File: config.mk
export PLATFORM = sky130hd
export DESIGN_NAME = enc_ram
export DESIGN_NICKNAME = d
export VERILOG_FILES = /design/src/sv/edge_normalized_2d_convolution_core_defines.svh /design/src/sv/enc_ram.sv
export SDC_FILE = /design/constraint.sdc
export NUM_CORES = 2
export LEC_CHECK = 0
export ABC_AREA = 0
export ABC_CLOCK_PERIOD_IN_PS = 2400
export BUFFER_PORTS_ARGS = -buffer_cell sky130_fd_sc_hd__buf_4
export CAP_MARGIN = 40
export CELL_PAD_IN_SITES_DETAIL_PLACEMENT = 1
export CELL_PAD_IN_SITES_GLOBAL_PLACEMENT = 2
export CORE_UTILIZATION = 35
export DETAILED_ROUTE_END_ITERATION = 10
export PLACE_DENSITY = 0.58
export SKIP_CTS_REPAIR_TIMING = 1
export SYNTH_ARGS = -nofsm -noshare
export SYNTH_HDL_FRONTEND = slang
export SYNTH_SLANG_ARGS = --single-unit
File: constraint.sdc
create_clock -name clk -period 2.4 [get_ports clk]
set_input_delay 0.36 -clock clk [delete_from_list [all_inputs] [get_ports clk]]
set_output_delay 0.36 -clock clk [all_outputs]
set_load 0.005 [all_outputs]
File: src/sv/edge_normalized_2d_convolution_core_defines.svh
// ----------------------------------------------------------------------------
// Edge-normalized convolution core assertion macros
// Shared shorthand for the concurrent checks of the convolution core.
// ----------------------------------------------------------------------------
`ifndef EDGE_NORMALIZED_2D_CONVOLUTION_CORE_DEFINES_SVH
`define EDGE_NORMALIZED_2D_CONVOLUTION_CORE_DEFINES_SVH

// Same-cycle implication, sampled on clk and disabled during reset.
`define ENC_ASSERT_IMPLY(label, cond, expr) \
label: assert property (@(posedge clk) disable iff (!arst_n) (cond) |-> (expr)) \
	else $error("convolution core check failed");

// Next-cycle implication, sampled on clk and disabled during reset.
`define ENC_ASSERT_NEXT(label, cond, expr) \
label: assert property (@(posedge clk) disable iff (!arst_n) (cond) |=> (expr)) \
	else $error("convolution core check failed");

`endif

File: src/sv/enc_ram.sv
// ----------------------------------------------------------------------------
// Generic single-port-write RAM
// One write port and one read port with registered read data.
// ----------------------------------------------------------------------------
module enc_ram #(
	parameter int WIDTH = 8,
	parameter int DEPTH = 256
) (
	input  logic                     clk,
	input  logic                     wr_en,
	input  logic [$clog2(DEPTH)-1:0] wr_addr,
	input  logic [WIDTH-1:0]         wr_data,
	input  logic [$clog2(DEPTH)-1:0] rd_addr,
	output logic [WIDTH-1:0]         rd_data
);

	logic [WIDTH-1:0] mem_q [DEPTH];

	always_ff @(posedge clk) begin
		if (wr_en) begin
			mem_q[wr_addr] <= wr_data;
		end
		rd_data <= mem_q[rd_addr];
	end

endmodule

# After elaboration in Yosys (flattened, before gate mapping)
# Memories as Yosys holds them, arrays and structs flattened. A register that Yosys moved wholly into a read port is not among the register bits.
# Cells that the tools add are included.
[classes] n_mux=2
[op_table] cell="1-bit two-way mux" count=2
[word_totals] regBits=0 n_memories=1 wordCells=3 out_inout_bits=8 mem_bits_rw=2048
[mem_list] memory="mem_q" words=256 width=8 read_ports=1 rd_clocked_by_memory_dff=1 wr=1 line_no="enc_ram.sv:17" source="logic [WIDTH-1:0] mem_q [DEPTH];"

# Longest topological paths before layout
[depth] ltp_word=2 depth_mapped=11 ltp_nobuf=6

# Worst setup path before layout
# OpenSTA, ideal clock, no wires.
[synth_timing] path_kind="input to register" from="in rd_addr[0]" to="reg rd_data[2], read port of mem_q" setup_time_ns=0.131 slack_ns=0.102 t_arrival_ns=2.167 path_buffers=4 required_ns=2.269 cell_stages=9 path_cell_list="buf_6 > buf_12 > buf_8 > buf_2 > mux4_2 > a22oi_1 > a21oi_1 > nor4_1 > nor4_2"
[synth_lines] item="from (decl)" line_no="enc_ram.sv:13" source="input logic [$clog2(DEPTH)-1:0] rd_addr,"
[synth_lines] item="to (decl)" line_no="enc_ram.sv:14" source="output logic [WIDTH-1:0] rd_data"

==> key figures <==
Critical path
  • CP max stage delay: around 0.54 ns
  • Worst r2r src: mem_q[83][7]
  • CP max-delay cell: mux4_2
  • CP startpoint: mem_q[83][7]
  • Worst Setup End Kind: flop
  • Reg-to-reg setup timing slack: 0.03 ns
  • CP Depth: 7
  • CP arrival: 3.09 ns
  • CP top delay family: multiplexers
  • Setup crit start kind: flop
  • CP cell instances: mux4_2 -> mux4_2 -> nor2b_1 -> nor4_4 -> buf_4 -> buf_4 -> nor4_1
  • Setup Crit Path Kind: reg -> reg
  • Maximum fanout along the worst path: 1
  • R2R depth: 7
  • Crit path required time: 3.11 ns
  • Worst r2r dst: rd_data[7]
  • Setup crit end: rd_data[7]
  • Crit path buf inv count: 2

Synthesis
  • Netlist cell types: 55
  • Synth top area cells: edfxtp_1 77%, mux4_2 13%, mux2i_1 1.7%
  • Synthesized area per cell: 21.3 sq um
  • Yosys reg bits: 2056
  • Synth area leader: edfxtp_1
  • Number of synthesized flops with an enable pin: roughly 2000
  • Post-Synthesis Cells: 3733
  • Most used flip-flop cell after synthesis: edfxtp_1
  • Synthesized cell area: 79600 sq um
  • Syn Nets: approximately 3800
  • Synth async-reset ratio: 0
  • Area share of the largest cell type after synthesis: 0.773
  • Ys Warns: 0
  • Sequential area share after synthesis: 0.775

Pwr
  • Switching part of the total: 0.220
  • Peak VDD IR: 778 uV
  • Total power: between 0.07 and 0.08 W
  • Clock power share: 0.419
  • P per Cell Area: 792 nW/um^2
  • Lkg Pwr: 30.8 nW
  • Switching power: 0.0166 W
  • Sequential share of power: 0.523
  • Share of power burned in combinational logic: 0.058
  • Internal Pwr Total: 0.0592 W

STA
  • Clk_skew: 0.0299 ns
  • Hold Vio Cnt, Final: 0
  • Actual slew at the worst max-slew pin: about 0.79 ns
  • Fin crit share: 0.989
  • Final Slew Violations: 0
  • Final Critical Period: 2.37 ns
  • Rel. slew slack: 0.470
  • RSZ-0062 raised after global routing: true
  • Final setup violation count: 0
  • Hold_ws: 0.0251 ns
  • Max Fclk: between 400 and 500 MHz
  • Worst path setup slack after routing: about 0.027 ns

Die
  • X dimension of the die: 479 um
  • I/O pin count: 34
  • FP Rows: 174
  • Initial Util: 0.353
  • Die height: 479 um
  • Die ar.: 229000 sq um
  • Core Region: 225000 sq um

Clocking
  • Skew-Pair Late Insertion Delay: about 0.85 ns
  • CTS tree: built
  • CTS Sinks: 2056
  • H-tree levels: 4
  • Maximum root-to-sink buffer count: 3
  • Clock transition at the registers of the reported paths: approximately 0.06 ns
  • Clock root cell: clkbuf_16
  • CTS buffer count: 213

Placed design
  • DP HPWL: 150 mm
  • Number of port buffers: 33
  • Dpl cells: 7251
  • Placer Congestion: 0.800
  • Place WS: -1.17 ns

Global routing
  • Vias in the first global route: about 43000
  • Total Routing Usage GR: 0.198
  • Largest net degree at the start of global routing: 85
  • GR Overflow Total: 0
  • Initial antenna violation count: 19
  • First-pass GRT wire length: 323 mm

Run status
  • Status: completed

Drt
  • Antenna Nets Post-Route: 0
  • DRT Pass-1 Iters: 5
  • Drt drc: 0
  • Final WL: 227 mm
  • Via Count: ~41000
  • Avg WL per Cell: 29.7 um
  • Iter 0 DRT Violations: 3751
  • Drt via density: ~5.3

Hold path
  • Hold Crit Class: in -> reg

Finish
  • Layout cell share with drive strength beyond 1: 0.335
  • Filler cells: 21300
  • Non-Filler Instances: roughly 7600
  • Final Util: 0.424
  • Syn-to-layout area delta: 20.2%
  • Layout Nets: ~4500

Run
  • Max-cap viol count: 0
[area by class of cell]
cell class              instances  area [sq um]  area share
clock inverters               121          1010      0.0105
multi-input cells            1442         16800       0.175
flip-flops and latches       2056         61700       0.645
well taps                    2992          3740      0.0391
clock buffers                 267          5620      0.0587
repair buffers                765          6850      0.0716
inverters                       2          7.51   0.0000785
diodes                          4          10.0    0.000105
[power by group through the flow]
stage	registers [W]	logic [W]	clock network (W)
floorplan	0.0404	0.00192	0
global placement	0.0404	0.00433	0
detailed placement	0.0404	0.00438	0
CTS	0.0397	0.00440	0.0325
global route	0.0397	0.00463	0.0337
finish	0.0397	0.00436	0.0317
[metal layers]
layer,vias to the layer above,GRT usage,share of wire
met5,-,0,0.00011
met4,4,0.0582,0.025
met3,295,0.0304,0.051
met2,1083,0.321,0.48
met1,21900,0.277,0.44
li1,17200,-,-
[Yosys cell counts, types with 28 or more instances]
| cell type | number |
|---|---|
| a21oi_1 | 96 |
| a22oi_1 | 133 |
| buf_2 | 31 |
| clkbuf_1 | 111 |
| edfxtp_1 | 2048 |
| mux2i_1 | 134 |
| mux4_2 | 454 |
| nand2_1 | 33 |
| nand3_1 | 34 |
| nor2_1 | 282 |
| nor2b_1 | 31 |
| o221ai_1 | 46 |
| o22ai_1 | 28 |
[per-stage QoR]
step	setup TNS (ns)	area, sq um
2_1_floorplan	0	79600
3_3_place_gp	-8.81	88700
3_5_place_dp	-7.79	88700
4_1_cts	-1.45	95400
5_1_grt	-0.0415	95700
6_report	0	95700
[worst min path at each step]
| stage | startpoint | to | slack, ns | cells past startpoint |
|---|---|---|---|---|
| 2_1_floorplan | wr_data[0] | mem_q[0][0] | 0.46 | 0 |
| 3_3_place_gp | wr_data[1] | mem_q[76][1] | 0.70 | 1 |
| 3_5_place_dp | wr_data[1] | mem_q[76][1] | 0.70 | 1 |
| 4_1_cts | wr_data[1] | mem_q[76][1] | -0.19 | 1 |
| 5_1_grt | wr_data[5] | mem_q[78][5] | 0.006 | 1 |
| 6_report | wr_data[5] | mem_q[79][5] | 0.03 | 1 |
[state kept, by name (all words and copies together), names as in the netlist]
register and flops:
mem_q 2048, rd_data 8
[kinds of logic (layout without fill, tap and decap cells)]
kind of cell    Yosys count  in the layout  synth area share
buf+inv                 235           1155            0.0183
compound gates          385            385            0.0342
flops                  2056           2056             0.775
mux                     591            591             0.146
simple gates            466            466            0.0263
other cells               0              4                 0
[cell usage in the layout, fill, tap and decap left out, types with 9 or more instances in the layout]
| master | synthesis | layout |
|---|---|---|
| clkinv_2 | 0 | 33 |
| clkinv_1 | 1 | 58 |
| nor4_2 | 3 | 12 |
| bufinv_16 | 0 | 12 |
| o221ai_1 | 46 | 45 |
| a211oi_1 | 16 | 12 |
| nand3_1 | 34 | 25 |
| nand4_1 | 10 | 10 |
| mux4_2 | 454 | 454 |
| nor4_1 | 24 | 12 |
| nand2_1 | 33 | 33 |
| clkbuf_16 | 0 | 216 |
| nor2_1 | 282 | 278 |
| buf_8 | 13 | 10 |
| buf_12 | 8 | 81 |
| buf_4 | 27 | 665 |
| nand3_2 | 0 | 9 |
| mux2i_1 | 134 | 134 |
| o22ai_1 | 28 | 28 |
| o211ai_1 | 10 | 10 |
| clkbuf_1 | 111 | 49 |
| a21oi_1 | 96 | 96 |
| nor3_1 | 22 | 16 |
| o21ai_0 | 10 | 10 |
| a22oi_1 | 133 | 133 |
| nor2b_1 | 31 | 28 |
| edfxtp_1 | 2048 | 2048 |
(Power assumes the default switching activity.)
