### src/sv/edge_normalized_2d_convolution_core_defines.svh
// ----------------------------------------------------------------------------
// Edge-normalized convolution core assertion macros
// Shared shorthand for the concurrent checks of the convolution core.
// ----------------------------------------------------------------------------
`ifndef EDGE_NORMALIZED_2D_CONVOLUTION_CORE_DEFINES_SVH
`define EDGE_NORMALIZED_2D_CONVOLUTION_CORE_DEFINES_SVH

// Same-cycle implication, sampled on clk and disabled during reset.
`define ENC_ASSERT_IMPLY(label, cond, expr) \
label: assert property (@(posedge clk) disable iff (!arst_n) (cond) |-> (expr)) \
	else $error("convolution core check failed");

// Next-cycle implication, sampled on clk and disabled during reset.
`define ENC_ASSERT_NEXT(label, cond, expr) \
label: assert property (@(posedge clk) disable iff (!arst_n) (cond) |=> (expr)) \
	else $error("convolution core check failed");

`endif

### src/sv/enc_pkg.sv
// ----------------------------------------------------------------------------
// Convolution core package
// Shared constants, commands, register indexes and types.
// ----------------------------------------------------------------------------
package enc_pkg;

	localparam int DEF_MAX_WIDTH  = 1024;
	localparam int DEF_MAX_HEIGHT = 1024;
	localparam int DEF_KERNEL_MAX = 15;

	localparam int CFG_W = 11;

	localparam logic [1:0] CMD_TAP   = 2'd0;
	localparam logic [1:0] CMD_PIXEL = 2'd1;

	localparam logic [1:0] REG_WIDTH  = 2'd0;
	localparam logic [1:0] REG_HEIGHT = 2'd1;
	localparam logic [1:0] REG_KSIZE  = 2'd2;

	localparam logic [10:0] RST_WIDTH  = 11'd200;
	localparam logic [10:0] RST_HEIGHT = 11'd200;
	localparam logic [3:0]  RST_KSIZE  = 4'd15;

	typedef enum logic [2:0] {
		ST_IDLE,
		ST_CHECK,
		ST_WALK,
		ST_DIV,
		ST_SEND
	} enc_state_t;

	typedef struct packed {
		logic busy;
		logic done;
	} unit_stat_t;

endpackage

### src/sv/enc_window.sv
// ----------------------------------------------------------------------------
// Convolution window walker
// Steps through the kernel taps one per cycle, reads tap and pixel, and
// accumulates the products of in-image taps with a shared multiplier.
// ----------------------------------------------------------------------------
module enc_window #(
	parameter int MAX_WIDTH  = enc_pkg::DEF_MAX_WIDTH,
	parameter int MAX_HEIGHT = enc_pkg::DEF_MAX_HEIGHT,
	parameter int KERNEL_MAX = enc_pkg::DEF_KERNEL_MAX,
	localparam int R    = KERNEL_MAX + 1,
	localparam int RSW  = $clog2(R),
	localparam int RAW  = $clog2(R * MAX_WIDTH),
	localparam int TAPS = KERNEL_MAX * KERNEL_MAX,
	localparam int TAW  = $clog2(TAPS),
	localparam int NW   = $clog2(TAPS + 1),
	localparam int XW   = $clog2(MAX_WIDTH + 1),
	localparam int YW   = $clog2(MAX_HEIGHT + 1),
	localparam int KW   = $clog2(KERNEL_MAX + 1),
	localparam int ACCW = TAW + 24
) (
	input  logic                   clk,
	input  logic                   arst_n,
	input  logic                   start,
	input  logic [XW-1:0]          emit_x,
	input  logic [YW-1:0]          emit_y,
	input  logic [RSW-1:0]         emit_slot,
	input  logic [XW-1:0]          w,
	input  logic [YW-1:0]          h,
	input  logic [KW-1:0]          k,
	output logic [RAW-1:0]         row_addr,
	output logic [TAW-1:0]         tap_addr,
	input  logic [7:0]             pix_data,
	input  logic [15:0]            tap_data,
	output logic signed [ACCW-1:0] acc,
	output logic [NW-1:0]          count,
	output enc_pkg::unit_stat_t    stat
);

	localparam int SXW = XW + 1;
	localparam int SYW = YW + 1;

	logic                   walk_q;
	logic [KW-1:0]          i_q, j_q;
	logic [TAW-1:0]         tap_q;
	logic signed [SXW-1:0]  x_q, x0_q;
	logic signed [SYW-1:0]  y_q;
	logic [RSW-1:0]         slot_q;
	logic                   v_s1, last_s1, v_s2, last_s2, done_q;
	logic signed [24:0]     prod_s2;
	logic signed [ACCW-1:0] acc_q;
	logic [NW-1:0]          cnt_q;

	logic [KW-1:0]          half, km1;
	logic signed [SXW-1:0]  x0;
	logic signed [SYW-1:0]  y0;
	logic [RSW:0]           slot_sum;
	logic [RSW-1:0]         slot0, slot_next;
	logic                   in_range, last_tap;

	always_comb begin
		half      = k >> 1;
		km1       = k - KW'(1);
		x0        = $signed({1'b0, emit_x}) - $signed(SXW'(half));
		y0        = $signed({1'b0, emit_y}) - $signed(SYW'(half));
		slot_sum  = (RSW+1)'(emit_slot) + (RSW+1)'(R) - (RSW+1)'(half);
		slot0     = (slot_sum >= (RSW+1)'(R)) ? RSW'(slot_sum - (RSW+1)'(R))
		                                      : RSW'(slot_sum);
		slot_next = (slot_q == RSW'(R - 1)) ? '0 : slot_q + RSW'(1);
		in_range  = !x_q[SXW-1] && (x_q < $signed({1'b0, w})) &&
		            !y_q[SYW-1] && (y_q < $signed({1'b0, h}));
		last_tap  = (i_q == km1) && (j_q == km1);
		row_addr  = RAW'(slot_q) * RAW'(MAX_WIDTH) + RAW'(x_q[XW-1:0]);
		tap_addr  = tap_q;
	end

	always_ff @(posedge clk or negedge arst_n) begin
		if (!arst_n) begin
			walk_q  <= 1'b0;
			v_s1    <= 1'b0;
			last_s1 <= 1'b0;
			v_s2    <= 1'b0;
			last_s2 <= 1'b0;
			done_q  <= 1'b0;
		end else begin
			if (start) begin
				walk_q <= 1'b1;
			end else if (walk_q && last_tap) begin
				walk_q <= 1'b0;
			end
			v_s1    <= walk_q && in_range;
			last_s1 <= walk_q && last_tap;
			v_s2    <= v_s1;
			last_s2 <= last_s1;
			done_q  <= last_s2;
		end
	end

	always_ff @(posedge clk) begin
		if (start) begin
			i_q    <= '0;
			j_q    <= '0;
			tap_q  <= '0;
			x_q    <= x0;
			x0_q   <= x0;
			y_q    <= y0;
			slot_q <= slot0;
		end else if (walk_q) begin
			tap_q <= tap_q + TAW'(1);
			if (j_q == km1) begin
				j_q    <= '0;
				i_q    <= i_q + KW'(1);
				x_q    <= x0_q;
				y_q    <= y_q + SYW'(1);
				slot_q <= slot_next;
			end else begin
				j_q <= j_q + KW'(1);
				x_q <= x_q + SXW'(1);
			end
		end
		prod_s2 <= $signed({1'b0, pix_data}) * $signed(tap_data);
		if (start) begin
			acc_q <= '0;
			cnt_q <= '0;
		end else if (v_s2) begin
			acc_q <= acc_q + ACCW'(prod_s2);
			cnt_q <= cnt_q + NW'(1);
		end
	end

	assign acc       = acc_q;
	assign count     = cnt_q;
	assign stat.busy = walk_q || v_s1 || last_s1 || v_s2 || last_s2;
	assign stat.done = done_q;

endmodule

### config.mk
export PLATFORM = sky130hd
export DESIGN_NAME = enc_window
export DESIGN_NICKNAME = d
export VERILOG_FILES = /design/src/sv/edge_normalized_2d_convolution_core_defines.svh /design/src/sv/enc_pkg.sv /design/src/sv/enc_window.sv
export SDC_FILE = /design/constraint.sdc
export NUM_CORES = 1
export LEC_CHECK = 0
export ABC_AREA = 1
export BUFFER_PORTS_ARGS = -buffer_cell sky130_fd_sc_hd__buf_2
export CAP_MARGIN = 30
export CORE_MARGIN = 3
export CORE_UTILIZATION = 55
export CTS_CLUSTER_SIZE = 8
export DETAILED_ROUTE_END_ITERATION = 8
export PLACE_DENSITY = 0.73
export REMOVE_ABC_BUFFERS = 1
export SYNTH_ARGS = -nofsm -noshare
export SYNTH_HDL_FRONTEND = slang
export SYNTH_SLANG_ARGS = --single-unit
### constraint.sdc
create_clock -name clk -period 3.35 [get_ports clk]
set_input_delay 0.335 -clock clk [delete_from_list [all_inputs] [get_ports clk]]
set_output_delay 0.335 -clock clk [all_outputs]
set_load 0.005 [all_outputs]
Yosys cells after proc, flatten, opt, wreduce, memory -nomap -nowiden
Cells that the tools add are included.

word-level totals
  bits in registers = 127
  bits in latches = 0
  RAM bits = 0
  bits in read-only memories = 0
  bits of input ports = 79
  output and inout port bits = 64
  word-level logic and storage cells = 69
  memories kept = 0

operators by class
  $add $sub $neg = 15
  multiply operators = 1
  div/mod/pow operators = 0
  magnitude comparators = 3
  equality and inequality tests = 3
  shift operators = 0
  muxes and demuxes = 14
  bitwise logic cells = 0
  reductions and logical operators = 17

operators by type and width
  cell                                               count
  2-to-1 mux 12 bit                                  6
  adder 32 x 25 -> 32 bit                            1
  multiplier 9 x 16 -> 25 bit                        1
  adder 12 x 2 -> 12 bit (second input constant)     2
  < comparator 12 bit                                2
  2-to-1 mux 4 bit                                   6
  subtractor 11 x 3 -> 12 bit                        2
  adder 8 x 1 -> 8 bit (second input constant)       2
  adder 14 x 11 -> 14 bit                            1
  adder 4 x 1 -> 4 bit (second input constant)       3
  equality test 4 bit                                2
  subtractor 4 x 1 -> 4 bit (second input constant)  2
  logical AND 1 bit                                  6
  nonzero test 2 bit                                 3
  adder 4 x 5 -> 5 bit (second input constant)       1
  >= comparator 5 bit (second input constant)        1
  subtractor 5 x 3 -> 5 bit                          1
  equality test 4 bit (second input constant)        1
  logical OR 1 bit                                   4
  AND reduction 2 bit                                2
  zero test 1 bit                                    2
  2-to-1 mux 1 bit                                   2

Logic depth before layout (Yosys ltp)
  word-level depth = 6
  mapped depth = 21
  gate-level depth less buffers = 19

Worst setup path before layout
OpenSTA, ideal clock, no wires.

  path type = input to register
  from = in pix_data[2]
  to = reg prod_s2[21]
  setup time = 0.112 ns
  arrival = 4.284 ns
  path slack = -1.047 ns
  cell stages on the path = 18
  buffers on the path = 2
  cell sequence = clkbuf_1 > clkbuf_1 > nand2_1 > fa_1 > inv_1 > fa_1 > inv_1 > fa_1 > fa_1 > inv_1 > ha_1 > nand2_1 > nor2_1 > a21oi_1 > o21ai_0 > nand2_1 > nand3_1 > nand2_1

on the way
  longest elaborated chain between the ends = 1

ends and longest elaborated chain
  what                         RTL line           RTL
  from (decl)                  enc_window.sv:32   input logic [7:0] pix_data,
  multiplier 9 x 16 -> 25 bit  enc_window.sv:120  prod_s2 <= $signed({1'b0, pix_data}) * $signed(tap_data);
  to (signal assigned)         enc_window.sv:120
  to (decl)                    enc_window.sv:49   logic signed [24:0] prod_s2;

No other way between the ends.
A chain may end at the register's enable or synchronous reset.

Worst setup path after layout
  from = in pix_data[2]
  to = reg prod_s2[18]

The elaborated chain is that of the path after synthesis.

==> out/results.tsv <==
stage	metric	value	unit
final_layout	Fillers	2035	
worst_setup_path	crit path max-delay cell type	fa_1	
worst_setup_path	CP cell instances	buf_8 -> nand2_1 -> fa_1 -> inv_2 -> fa_1 -> fa_1 -> inv_1 -> fa_1 -> inv_2 -> ha_4 -> nand2_4 -> o21ai_2 -> nand2_2 -> a31o_4 -> nand3_1 -> nand2_1	
placement	Post-DP HPWL	28060	um
floorplanning	DIE WIDTH	164.8	um
sta	setup_tns	-3258	ps
yosys	synthesized cell area	13870	um2
clock_network	CTS Buf Count	17	
global_route	first-pass GRT wire length	59100	um
sta	Min Clock Period, post-route	3651	ps
worst_setup_path	register-to-register setup slack	1060	ps
worst_setup_path	cell mode on critical path	fa_1	
worst_setup_path	slowest stage delay, CP	570	ps
worst_setup_path	critical path class	input port to register	
final_layout	Layout area overhead	23.62	%
clock_network	root buf cell	clkbuf_16	
drt	mean number of vias per cell	5.067	
global_route	initial antenna violation count	0	
sta	Worst-Margin Slew	641.9	ps
global_route	GRT busiest layer	met2	
power	Power Total	0.01419	W
worst_setup_path	crit-path max FO	12	
worst_setup_path	CP required	3670	ps
worst_setup_path	reg-to-reg startpoint	acc[0]	
clock_network	clk sink count	127	
global_route	grt ovf	0	
clock_network	Worst-Skew Late Latency	440	ps
drt	Vias	12900	
yosys	Area contributors post-synth	fa_1 15%, nand2_1 14%, inv_1 13%	
drt	DRT iter0 DRCs	744	
global_route	All-Layer GR Usage	0.2705	
placement	PortBufs	142	
sta	Setup Skew	20.07	ps
worst_setup_path	critical path depth	16	
floorplanning	Core Area	24530	um2
final_layout	post-route cell area	17140	um2
sta	Slew headroom	0.5695	
placement	Placer Congestion	0.9512	
drt	Post-route DRC	0	
worst_setup_path	Crit Reg-Reg Endpoint	acc[16]	
drt	post-route ant nets	0	
power	leakage power	9.812	nW
yosys	post-synthesis async set-or-reset flop share	0.04724	
global_route	M1 GR Usage	0.3330	
final_layout	final core utilization	0.6987	
yosys	area leader, netlist	fa_1	
global_route	GR Util met3	0.02909	
worst_setup_path	Worst Path Buf+Inv	4	
final_layout	final net count	2514	
power	Power Dens Cells	827.7	nW/um2
yosys	sequential element share of the synthesized area	0.2144	
yosys	Mapped Cells	2002	
worst_setup_path	Startpoint Class	input port	
clock_network	H-tree Lvls	4	
worst_setup_path	crit path from	pix_data[2]	
sta	fin crit share	1.090	
floorplanning	I/O pin count	143	
outcome	violated checks	setup timing	
clock_network	CTS tree	built	
floorplanning	Die Area	27150	um2
final_layout	ANT cells	0	
outcome	outcome	finished with violations	
drt	drt total wl	36690	um
placement	cell area after placement	15420	um2
placement	Place WS	-1107	ps
yosys	Distinct cells, synth	50	
worst_setup_path	Critical Path End	prod_s2[18]	
clock_network	clock buffer depth	2	
clock_network	Reg clk slew, reported paths	80	ps
sta	Final Slew Violations	0	
drt	WL/cell	14.41	um
floorplanning	num rows	57	
yosys	Yosys warning total	0	
yosys	Synth Flop Type	dfxtp_1	
worst_setup_path	reg2reg path depth	14	
yosys	#FFs+latches synth	127	
worst_setup_path	Setup crit end kind	register	
floorplanning	die height	164.8	um
yosys	Mean Syn Cell Area	6.927	um2
sta	Final Hold Viols	0	
sta	# setup viols final	15	
power	peak supply drop	582.2	uV
yosys	number of flops mapped to enable cells by yosys	40	
sta	crit path setup slack, layout	-300.9	ps
global_route	vias in the first global route	12670	
final_layout	layout cells sized above 1	0.2093	
global_route	largest net degree at the start of global routing	46	
worst_setup_path	kind of cell adding the most delay to the critical path	adder cells	
global_route	GRT met2 Usage	0.4888	
flow_run	max_cap viols	0	
min_path	Hold Crit Class	input port to register	
floorplanning	Starting Density	0.5652	
yosys	share of the synthesized area in the top cell type	0.1530	
drt	first drt pass iteration count	6	
sta	fmax	273.9	MHz
worst_setup_path	worst path arrival time	3970	ps
sta	RSZ-0062 raised after global routing	true	
[final cells by class]
cell class / instances / area [um2] / area share
multi-input combinational: 1321 / 9524 / 0.5556
sequential: 127 / 2974 / 0.1735
inverter: 488 / 1834 / 0.1070
timing repair buffer: 254 / 1812 / 0.1057
clock buffer: 19 / 454.2 / 0.02649
tap: 324 / 405.4 / 0.02365
clock inverter: 13 / 138.9 / 0.008102
[power by group]
part / total (W) / leakage [nW] / switching [W] / internal [W]
Combinational: 0.00999 / 8.37 / 0.00556 / 0.00443
Sequential: 0.00228 / 1.15 / 0.000294 / 0.00199
Clock: 0.00192 / 0.289 / 0.000828 / 0.00110
[routing by layer]
metal	vias to the layer above	routed length, um
li1	6455	-
met1	5997	15240
met2	372	18450
met3	77	1831
met4	0	1170
met5	-	0
[what timing repair did]
| item | CTS | global route |
|---|---|---|
| endpoints found under the setup margin | 18 | 17 |
| pin swaps | 99 | 73 |
| hold buffers | 1 | 0 |
| gates resized for setup | 188 | 92 |
| buffers inserted | 10 | 7 |
| endpoints found under the hold margin | 6 | 0 |
[synth_stat cells, types with 2 or more instances]
cell and number:
a211oi_1 3, a21o_1 4, a21oi_1 69, a31oi_1 5, and2_1 2, and3_1 2
buf_1 3, buf_4 15, buf_6 2, clkbuf_1 42, clkbuf_2 3, dfrtp_1 6
dfxtp_1 81, edfxtp_1 40, fa_1 106, ha_1 120, inv_1 485, inv_2 2
nand2_1 527, nand3_1 100, nand3_2 3, nand3b_1 11, nand4_1 24, nor2_1 172
nor3_1 20, nor3b_1 2, o211ai_1 3, o21a_1 4, o21ai_0 45, o21ai_2 2
o21bai_1 7, o22ai_1 3, o31ai_1 3, or2_2 4, xnor2_1 20, xor2_1 47
xor2_4 2
[worst min-delay path by stage]
stage              start       to  slack, ps  cells past startpoint
5_1_grt        emit_y[9]  y_q[11]        230                      2
3_5_place_dp      arst_n   done_q        170                      1
4_1_cts        emit_y[9]  y_q[11]        210                      2
6_report       emit_y[9]  y_q[11]        220                      2
2_1_floorplan     arst_n   done_q         40                      0
3_3_place_gp      arst_n   done_q        170                      1
[kinds of logic after synthesis]
logic type | synth area share
AOI/OAI and AO/OA | 0.06190
xor gates and xnor gates | 0.04629
adders and majority gates | 0.2613
buffers and inverters | 0.1555
DFF | 0.2144
muxes | 0.0007219
and+or+nand+nor | 0.2599
[cell usage in the layout (no fill, tap or decap), types with 5 or more instances in the layout]
master and instances:
buf_6 24, fa_2 5, a21oi_1 56, nand3_1 93, inv_6 7, nor2_2 7, ha_4 18, a21oi_4 7
nor3_1 18, fa_1 101, ha_1 101, buf_4 94, buf_12 7, a21oi_2 6, edfxtp_1 40, nand2_4 22
nand2_2 26, o21ai_2 5, o21ai_0 41, clkbuf_16 18, nor2_4 6, inv_2 46, dfxtp_1 81, nand4_1 24
nor2_1 161, xor2_1 46, dfrtp_1 5, inv_1 440, nand2_1 480, xnor2_1 19, nand3_2 8, nand3b_1 11
buf_2 122
[worst register-to-register path: cells and delay by family (launching register included)]
family                   cells  cell delay [ps]
flip-flops                   1              360
buffers and inverters        3              220
XOR/XNOR                     1              180
AND/OR/NAND/NOR              8              800
adder cells (fa/ha/maj)      2              630
[per-stage QoR]
stage,instances,hold slack [ps]
2_1_floorplan,1936,39.41
3_3_place_gp,2500,166.9
3_5_place_dp,2500,170.1
4_1_cts,2540,212.5
5_1_grt,2546,226.8
6_report,2546,218.5
[flip-flops by register name (all words and copies together) (netlist names)]
name	cells
done_q	1
walk_q	1
i_q	4
v_s1	1
prod_s2	25
y_q	12
last_s1	1
count	8
acc	32
j_q	4
tap_addr	8
x_q	12
last_s2	1
slot_q	4
v_s2	1
x0_q	12
Power figures use the tool's default switching activity.
