### src/sv/edge_normalized_2d_convolution_core_defines.svh
// ----------------------------------------------------------------------------
// Edge-normalized convolution core assertion macros
// Shared shorthand for the concurrent checks of the convolution core.
// ----------------------------------------------------------------------------
`ifndef EDGE_NORMALIZED_2D_CONVOLUTION_CORE_DEFINES_SVH
`define EDGE_NORMALIZED_2D_CONVOLUTION_CORE_DEFINES_SVH

// Same-cycle implication, sampled on clk and disabled during reset.
`define ENC_ASSERT_IMPLY(label, cond, expr) \
label: assert property (@(posedge clk) disable iff (!arst_n) (cond) |-> (expr)) \
	else $error("convolution core check failed");

// Next-cycle implication, sampled on clk and disabled during reset.
`define ENC_ASSERT_NEXT(label, cond, expr) \
label: assert property (@(posedge clk) disable iff (!arst_n) (cond) |=> (expr)) \
	else $error("convolution core check failed");

`endif

### src/sv/enc_pkg.sv
// ----------------------------------------------------------------------------
// Convolution core package
// Shared constants, commands, register indexes and types.
// ----------------------------------------------------------------------------
package enc_pkg;

	localparam int DEF_MAX_WIDTH  = 1024;
	localparam int DEF_MAX_HEIGHT = 1024;
	localparam int DEF_KERNEL_MAX = 15;

	localparam int CFG_W = 11;

	localparam logic [1:0] CMD_TAP   = 2'd0;
	localparam logic [1:0] CMD_PIXEL = 2'd1;

	localparam logic [1:0] REG_WIDTH  = 2'd0;
	localparam logic [1:0] REG_HEIGHT = 2'd1;
	localparam logic [1:0] REG_KSIZE  = 2'd2;

	localparam logic [10:0] RST_WIDTH  = 11'd200;
	localparam logic [10:0] RST_HEIGHT = 11'd200;
	localparam logic [3:0]  RST_KSIZE  = 4'd15;

	typedef enum logic [2:0] {
		ST_IDLE,
		ST_CHECK,
		ST_WALK,
		ST_DIV,
		ST_SEND
	} enc_state_t;

	typedef struct packed {
		logic busy;
		logic done;
	} unit_stat_t;

endpackage

### src/sv/enc_div.sv
// ----------------------------------------------------------------------------
// Serial unsigned divider
// Restoring division, one quotient bit per cycle.
// ----------------------------------------------------------------------------
module enc_div #(
	parameter int MW = 32,
	parameter int NW = 8
) (
	input  logic                clk,
	input  logic                arst_n,
	input  logic                start,
	input  logic [MW-1:0]       dividend,
	input  logic [NW-1:0]       divisor,
	output logic [MW-1:0]       quotient,
	output enc_pkg::unit_stat_t stat
);

	localparam int CW = $clog2(MW);

	logic          busy_q;
	logic [CW-1:0] cnt_q;
	logic [MW-1:0] quo_q;
	logic [NW-1:0] rem_q;
	logic [NW-1:0] div_q;
	logic [NW:0]   trial;
	logic          fits;

	always_comb begin
		trial = {rem_q, quo_q[MW-1]};
		fits  = trial >= {1'b0, div_q};
	end

	always_ff @(posedge clk or negedge arst_n) begin
		if (!arst_n) begin
			busy_q <= 1'b0;
		end else if (start) begin
			busy_q <= 1'b1;
		end else if (busy_q && cnt_q == '0) begin
			busy_q <= 1'b0;
		end
	end

	always_ff @(posedge clk) begin
		if (start) begin
			quo_q <= dividend;
			rem_q <= '0;
			div_q <= divisor;
			cnt_q <= CW'(MW - 1);
		end else if (busy_q) begin
			rem_q <= fits ? NW'(trial - {1'b0, div_q}) : NW'(trial);
			quo_q <= {quo_q[MW-2:0], fits};
			cnt_q <= cnt_q - CW'(1);
		end
	end

	assign quotient  = quo_q;
	assign stat.busy = busy_q;
	assign stat.done = busy_q && (cnt_q == '0);

endmodule

### config.mk
export PLATFORM = sky130hd
export DESIGN_NAME = enc_div
export DESIGN_NICKNAME = d
export VERILOG_FILES = /design/src/sv/edge_normalized_2d_convolution_core_defines.svh /design/src/sv/enc_pkg.sv /design/src/sv/enc_div.sv
export SDC_FILE = /design/constraint.sdc
export NUM_CORES = 1
export LEC_CHECK = 0
export BUFFER_PORTS_ARGS = -buffer_cell sky130_fd_sc_hd__clkbuf_2
export CORE_MARGIN = 4
export CORE_UTILIZATION = 30
export CTS_CLUSTER_SIZE = 28
export DETAILED_ROUTE_END_ITERATION = 10
export PLACE_DENSITY = 0.51
export SLEW_MARGIN = 20
export SYNTH_ARGS = -nofsm -noshare
export SYNTH_HDL_FRONTEND = slang
export SYNTH_SLANG_ARGS = --single-unit
### constraint.sdc
create_clock -name clk -period 2.9 [get_ports clk]
set_clock_uncertainty 0.15 [all_clocks]
set_input_delay 0.435 -clock clk [delete_from_list [all_inputs] [get_ports clk]]
set_output_delay 0.435 -clock clk [all_outputs]
set_load 0.01 [all_outputs]
# Word-level counts from Yosys, hierarchy flattened
# Index checks and enable logic that the tools add are counted.
[word_totals] mem_bits_ro=0 wordCells=17 output_inout_bits=34 inputBits=43 regBits=54 mem_count=0 latch_bits=0 ramBits=0
[classes] div=0 n_bitwise=0 magnitude_cmp=1 n_reduce_logical=4 shift=0 n_mul=0 n_eq_ne=0 n_mux=5 add_sub_neg=2
[op_table] operator="32-bit 2-to-1 mux" count=2
[op_table] operator="9-bit by 8-bit greater-or-equal comparator with 1-bit output" count=1
[op_table] operator="8-bit 2-to-1 mux" count=1
[op_table] operator="8-bit subtractor" count=1
[op_table] operator="5-bit zero test" count=1
[op_table] operator="5-bit by 1-bit subtractor with 5-bit output (second input constant)" count=1
[op_table] operator="2-bit nonzero test" count=2
[op_table] operator="1-bit 2-to-1 mux" count=2
[op_table] operator="1-bit logical AND" count=1

# Logic depth before layout (Yosys ltp)
# Gate-level depths: netlist of the first run.
[depth] ltp_word=4 depth_mapped=8 depth_no_buf=8

# Least setup slack after synthesis of the first run
# No wires, ideal clock.
[synth_path] path_type="register -> register" startpoint="register quo_q[31], in the netlist quotient[31]" endpoint="register rem_q[6]" stages_incl_launch_ff=9 synth_period_minus_slack_ns=2.254 setup_ns=0.091 path_slack_ns=0.646 required_time_ns=2.659 arrival_ns=2.013 path_buffers=0 path_cell_list="edfxtp_1 > inv_1 > ha_1 > fa_1 > nand2b_1 > a2111oi_0 > a311oi_1 > a21o_1 > a311oi_1"
[synth_between] elab_chain_cells=2 elab_cells_between_ends=3 classes_between="1 x add/sub; 1 x order compare; 1 x mux"
[synth_lines] element="start: declaration" line_no="enc_div.sv:22" text="logic [MW-1:0] quo_q;"
[synth_lines] element="start signal: assignment" line_no="enc_div.sv:45" text="quo_q <= dividend;"
[synth_lines] element="start signal: assignment" line_no="enc_div.sv:51" text="quo_q <= {quo_q[MW-2:0], fits};"
[synth_lines] element="8-bit subtractor or 9-bit by 8-bit greater-or-equal comparator with 1-bit output (tied branches)" line_no="enc_div.sv:50, enc_div.sv:30"
[synth_lines] element="8-bit 2-to-1 mux *" line_no="enc_div.sv:50" text="rem_q <= fits ? NW'(trial - {1'b0, div_q}) : NW'(trial);"
[synth_lines] element="end signal: assignment" line_no="enc_div.sv:50"
[synth_lines] element="end: declaration" line_no="enc_div.sv:23" text="logic [NW-1:0] rem_q;"
# Every way passes the cells marked *; elsewhere a longest branch is shown, timed or not.
# A chain may end at the register's enable or synchronous reset.

# Final worst setup path of the first run
# Ends and elaborated chain as after synthesis.

==> results of run 1 <==
==> per-stage QoR <==
step | hold slack, ps | instance area, um2 | util, %
2_1_floorplan | -10.6 | 2690 | -
3_3_place_gp | 60.6 | 3200 | 36.7
3_5_place_dp | 61.8 | 3200 | 36.7
4_1_cts | 134 | 3300 | 37.8
5_1_grt | 125 | 3300 | 37.8
6_report | 146 | 3300 | 37.8
==> worst min-delay path by stage <==
stage	start	end	slack, ps
after floorplan	arst_n	busy_q	-10
after global placement	arst_n	busy_q	60
after detailed placement	arst_n	busy_q	60
after CTS	divisor[7]	div_q[7]	130
after global routing	divisor[0]	div_q[0]	130
final	divisor[1]	div_q[1]	150
==> where the power goes <==
part           leakage (nW)  total (mW)  internal [mW]  switching (mW)
sequential            0.533        1.04          0.958          0.0843
clock                0.0456       0.440          0.173           0.267
combinational         0.811       0.780          0.359           0.421
total                  1.39        2.26           1.49           0.773
==> synth_stat cells, types with 2 or more instances <==
cell type  number  area share (%)
a2111o_1        2            0.84
a21o_1          3            0.84
a21oi_1         4            0.74
a21oi_2         3            0.98
a311o_1         2            0.74
a311oi_1        5             1.6
buf_1           2            0.28
clkbuf_1        6            0.84
dfxtp_1        13             9.7
edfxtp_1       40              45
ha_1            9             4.2
inv_1          18             2.5
mux2_2         31              13
nand2_1         8             1.1
nand2b_1        7             1.6
nand3_1         5            0.93
nor2_1         14             2.0
nor2b_1         3            0.70
o211ai_1        2            0.56
o21ai_0         5            0.93
o21bai_1        2            0.56
o311ai_1        2            0.65
or4_1           2            0.56
xnor2_1         5             1.6
==> per-layer routing <==
layer,up-vias,track usage [%]
li1,958,-
met1,886,15.3
met2,56,16.2
met3,6,4.67
met4,0,3.33
met5,-,0
==> worst reg2reg max path: stages (launching register included) <==
cell and delay [ps]:
edfxtp_1 380, inv_1 50, ha_1 220, fa_1 400
nand2b_1 190, a2111oi_0 380, a311oi_1 100, a21o_1 170
a311oi_1 250
==> sequential cells by signal (all words and copies together), names as in the netlist <==
name      flops
quotient     32
cnt_q         5
div_q         8
rem_q         8
busy_q        1
==> layout by cell type, fill, tap and decap left out, drive strengths merged, types with 2 or more instances in the layout <==
cell	instances
ha	9
clkbuf	82
o21bai	2
mux2	31
nand2	8
nor2	14
edfxtp	40
nand3	5
a21o	3
nor2b	3
o211ai	2
xnor2	5
nand2b	7
inv	19
buf	4
a311o	2
a2111o	2
o311ai	2
o21ai	7
a21oi	7
or4	2
dfxtp	13
a311oi	6
==> area by class of cell <==
type | instances | area (um2)
timing repair buffer | 81 | 433
tap | 108 | 135
clock buffer | 6 | 72.6
sequential | 54 | 1490
fill | 863 | 5420
inverter | 18 | 67.6
clock inverter | 2 | 13.8
multi-input combinational | 133 | 1090
==> cells by family (layout without fill, tap and decap cells) <==
family / Yosys count / in the layout / share of synthesized area, %
flops: 54 / 54 / 55.3
xor+xnor: 6 / 6 / 1.96
simple gates: 47 / 47 / 8.89
compound gates: 39 / 39 / 11.8
fa+ha+maj: 10 / 10 / 4.93
mux: 31 / 31 / 13.0
buf+inv: 28 / 107 / 4.10
==> run_results.csv, run 1 <==
group,metric,value,unit
cts,cts_buffers,5,
final_layout,final_cells,402,
routing,wl_per_cell,14.0,um
synthesis,synthCells,215,
cts,cts_tree,"built",
floorplan,core,8720,um2
routing,wl_met2,2.46,mm
setup_path,cp-end-kind,"flop",
setup_path,cpMostUsedCell,"a311oi_1",
cts,clockBufferDepth,2,
timing,period_share,81.9,%
setup_path,start_kind,"flop",
setup_path,rr_startpoint,"quotient[31]",
synthesis,syn-cell-area,2690,um2
routing,drc,0,
timing,final.setup.worst_slack,526,ps
cts,cts-htree-levels,2,
floorplan,die_width,103,um
power,power_leakage,1.39,nW
timing,max_freq,0.421,GHz
global_routing,grt_pass1_vias,1890,
cts,postCtsResizedCells,0,
timing,worstMarginPinSlew,520,ps
synthesis,avgSynthCellArea,12.5,um2
floorplan,die_y,103,um
setup_path,critical_path.startpoint,"quotient[31]",
setup_path,crit_fanout,3,
setup_path,max_stage_delay,400,ps
global_routing,antenna_found_initial,0,
global_routing,grt_max_degree,35,
setup_path,reg2reg_depth,8,
synthesis,synth.distinct_cells,46,
placement,pre_cts_ws,533,ps
global_routing,gr-total-overflow,0,
routing,routed_via_density,4.74,
floorplan,start_util,30.8,%
setup_path,critPathArrivalTime,2450,ps
floorplan,dieArea,10500,um2
routing,vias,1906,
routing,final_antenna_net_count,0,
power,p_total,2.26,mW
cts,clk_latency,310,ps
timing,final-setup-viol-count,0,
routing,initialDrtViolationCount,45,
final_layout,finalNetCount,346,
setup_path,path_class,"flop to flop",
final_layout,layout-drive-gt1-share,42.2,%
power,irDropWorstVdd,243,uV
synthesis,syn_nets,268,
run_status,status,"finished, final reports clean",
worst_hold_path,hp-class,"primary input to flop",
synthesis,yosys_register_bits,54,
timing,max_slew_margin,65.4,%
worst_hold_path,hold_depth,1,
cts,cts_hold_buf,1,
placement,port_buffers,76,
synthesis,synthArstFlopShare,1.85,%
timing,period_needed,2370,ps
timing,fin_tns_setup,0,ps
setup_path,r2r_end,"rem_q[6]",
placement,dp_cells,393,
placement,hpwl,4.17,mm
cts,cts-root-buf,"clkbuf_8",
routing,first_pass_iters,4,
global_routing,grt_pass1_wl,9.14,mm
run,maxCapViolCount,0,
synthesis,ys_warn_count,0,
timing,rsz0062_at_grt,"no",
setup_path,critical_path.top_delay_family,"compound AO/OA/AOI/OAI gates",
final_layout,diodes,0,
setup_path,critical-path-slowest-cell,"fa_1",
setup_path,cp.required,2970,ps
setup_path,cp_num_cells,8,
cts,cts.sinks,54,
timing,final_max_slew_viol_count,0,
power,power_density,686,nW/um2
routing,top_layer_used,"met4",
placement,gp_congestion,0.805,
synthesis,synth-seq-area-share,55.3,%
timing,hold_viol,0,
setup_path,worstPathBufferInverterCount,1,
global_routing,grt_util_all_layers,11.2,%
cts,post_cts_buffers,0,
routing,totalWireLength,5.63,mm
synthesis,synth_edf_count,40,
setup_path,crit_chain,"inv_1, ha_1, fa_1, nand2b_1, a2111oi_0, a311oi_1, a21o_1, a311oi_1",
routing,met1_length,2.60,mm
floorplan,rows,34,
synthesis,ys.flop_type,"edfxtp_1",
cts,clkTransAtPathRegs,110,ps
final_layout,area_delta_synth_final,22.8,%
floorplan,pin_count,77,
setup_path,ff2ff_setup_slack,530,ps
setup_path,crit_end,"rem_q[6]",
routing,wl_met3,515,um
(Power assumes the default switching activity.)
==> run 2, diff against run 1 <==
Settings changed: ABC_AREA from default to 1.
Clock period 2.9 ns to 2.35 ns, I/O delays scaled along.
==> run 2 against run 1 <==
Against the previous run:
- first-iteration DRC count is 130% higher
- largest cell class unchanged
- die area is 0.95% higher
- global-route usage is 0.84 points higher
- critical path type is now flop to output pin
- sequential share of layout area is 0.72 points lower
- power is 21% higher
- cell area is 1.6% higher
==> run_results.csv, run 2 <==
group,metric,value,unit
floorplan,core,8760,um2
synthesis,yosys.cell_count.top_type,"nand2_1",
timing,max_slew_margin,73.7,%
cts,cts-htree-levels,2,
timing,worstMarginPinSlew,395,ps
power,power_density,818,nW/um2
placement,port_buffers,76,
cts,clkTransAtPathRegs,100,ps
setup_path,path_class,"flop to output pin",
synthesis,ys_top_cells_by_area,"edfxtp_1 (44%), nand2_1 (20%), dfxtp_1 (9.6%), inv_1 (4.6%), ha_1 (4.1%)",
setup_path,cp.required,1850,ps
final_layout,mostFrequentLayoutCells,"nand2_1 (148), clkbuf_2 (76), edfxtp_1 (40)",
setup_path,max_stage_delay,330,ps
run_status,status,"finished, final reports clean",
final_layout,layout-drive-gt1-share,24.4,%
synthesis,synthArstFlopShare,1.85,%
final_layout,fin_util,38.3,%
timing,period_needed,1980,ps
setup_path,critical-path-slowest-cell,"dfxtp_1",
final_layout,largest_register_ffs,32,
routing,wl_per_cell,12.3,um
cts,postCtsResizedCells,0,
global_routing,gr-total-overflow,0,
run,maxCapViolCount,0,
timing,final_max_slew_viol_count,0,
timing,final-setup-viol-count,0,
synthesis,syn-cell-area,2720,um2
synthesis,yosysTopAreaCell,"edfxtp_1",
power,power_leakage,1.77,nW
synthesis,synth.distinct_cells,33,
placement,gp_congestion,0.816,
cts,cts.sinks,54,
floorplan,pin_count,77,
floorplan,start_util,31.0,%
synthesis,synth-seq-area-share,54.7,%
setup_path,cp-end-kind,"output pin",
global_routing,grt_max_degree,32,
placement,hpwl,4.59,mm
final_layout,final_common_cell,"nand2_1",
synthesis,yosysTopAreaCellShare,44.2,%
power,p_total,2.74,mW
cts,cts_tree,"built",
timing,fin_tns_setup,0,ps
final_layout,num-fill-cells,922,
timing,max_freq,0.506,GHz
cts,cts_buffers,5,
cts,cts-root-buf,"clkbuf_8",
routing,vias,2236,
timing,period_share,84.2,%
setup_path,cpMostUsedCell,"inv_1",
cts,clockBufferDepth,2,
synthesis,avgSynthCellArea,8.56,um2
floorplan,die_width,103,um
routing,initialDrtViolationCount,102,
worst_hold_path,hp-class,"primary input to flop",
timing,hold_viol,0,
synthesis,synth_edf_count,40,
synthesis,syn_nets,370,
global_routing,grt_pass1_vias,2165,
power,irDropWorstVdd,293,uV
synthesis,ys_top_cells_by_count,"nand2_1 (148), edfxtp_1 (40), inv_1 (33)",
setup_path,crit_chain,"inv_1, ha_1, inv_1, nor3_1, inv_1, nor2_1, nand2_1, inv_1, clkbuf_2",
global_routing,antenna_found_initial,0,
global_routing,grt_util_all_layers,12.0,%
routing,routed_via_density,4.42,
setup_path,crit_fanout,3,
routing,final_antenna_net_count,0,
final_layout,diodes,0,
synthesis,yosys_register_bits,54,
floorplan,die_y,103,um
setup_path,critPathArrivalTime,1480,ps
setup_path,critical_path.top_delay_family,"buffers and inverters",
routing,drc,0,
synthesis,ys.flop_type,"edfxtp_1",
cts,clk_latency,300,ps
synthesis,synthCells,317,
setup_path,start_kind,"flop",
routing,totalWireLength,6.24,mm
final_layout,area_delta_synth_final,23.5,%
synthesis,ys_warn_count,0,
floorplan,dieArea,10600,um2
routing,first_pass_iters,4,
final_layout,finalNetCount,450,
global_routing,grt_pass1_wl,10.1,mm
setup_path,worstPathBufferInverterCount,5,
floorplan,rows,34,
timing,rsz0062_at_grt,"no",
==> run 2: worst reg2reg max path: stages, from the launching register on <==
cell,delay (ps)
edfxtp_1,370
inv_1,90
ha_1,280
nand2_2,120
inv_1,40
nand2_1,90
nand2_1,60
nand2_1,50
nand4_1,290
nand2_1,180
nand3_1,90
nand2_1,70
==> run 2: report_power, final <==
group	leakage (nW)	switching, mW	internal, mW
logic	1.16	0.519	0.365
clock network	0.0579	0.307	0.314
registers	0.546	0.0781	1.16
total	1.77	0.905	1.84
==> run 2: final timing paths <==
| kind | from | to | slack [ps] | depth (start not counted) |
|---|---|---|---|---|
| setup reg to reg | div_q[3] | rem_q[4] | 430 | 11 |
| hold / removal | divisor[3] | div_q[3] | 70 | 1 |
| hold reg to reg | rem_q[7] | rem_q[7] | 320 | 2 |
| setup / recovery | cnt_q[0] | stat[0] | 370 | 9 |
| max in group asynchronous | arst_n | busy_q | 1770 | 2 |
| min in group asynchronous | arst_n | busy_q | 200 | 2 |
==> run 2: metal layers <==
metal | vias up | track usage [%] | part of all wire [%] | wire length, um
met5 | - | 0 | 0 | 0
met4 | 0 | 2.69 | 0.55 | 34
met3 | 4 | 3.59 | 7.0 | 435
met2 | 60 | 19.3 | 46 | 2840
met1 | 1002 | 16.1 | 47 | 2930
li1 | 1170 | - | - | -
==> run 2: kinds of logic after synthesis <==
logic type | after synthesis | share of synthesized area [%]
flops | 54 | 54.7
simple gates | 195 | 30.4
fa+ha+maj | 10 | 4.88
compound gates | 12 | 2.58
buf+inv | 43 | 6.41
xor+xnor | 3 | 0.968
==> run 2: what timing repair did <==
| item | in CTS | in global routing |
|---|---|---|
| setup buffers | 0 | 0 |
| hold buffers | 1 | 0 |
| hold endpoints to repair | 1 | 0 |
| endpoints found under the setup margin | 0 | 0 |
==> run 2: area by class of cell <==
| cell class | instances | area (um2) | share of cell area (%) |
|---|---|---|---|
| Timing Repair Buffer | 82 | 440 | 13.1 |
| Clock inverter | 3 | 40.0 | 1.19 |
| Multi-Input combinational cell | 220 | 1050 | 31.5 |
| Tap cell | 108 | 135 | 4.03 |
| Inverter | 34 | 128 | 3.81 |
| Sequential cell | 54 | 1490 | 44.3 |
| Clock buffer | 5 | 68.8 | 2.05 |
==> run 2: stage by stage <==
step | hold WS, ps | cell area, um2 | worst slack [ps] | std cells
2_1_floorplan | -93.1 | 2720 | 440 | 317
3_3_place_gp | -22.0 | 3230 | 417 | 497
3_5_place_dp | -21.7 | 3230 | 411 | 497
4_1_cts | 58.1 | 3350 | 325 | 506
5_1_grt | 56.8 | 3350 | 131 | 506
6_report | 67.9 | 3350 | 372 | 506
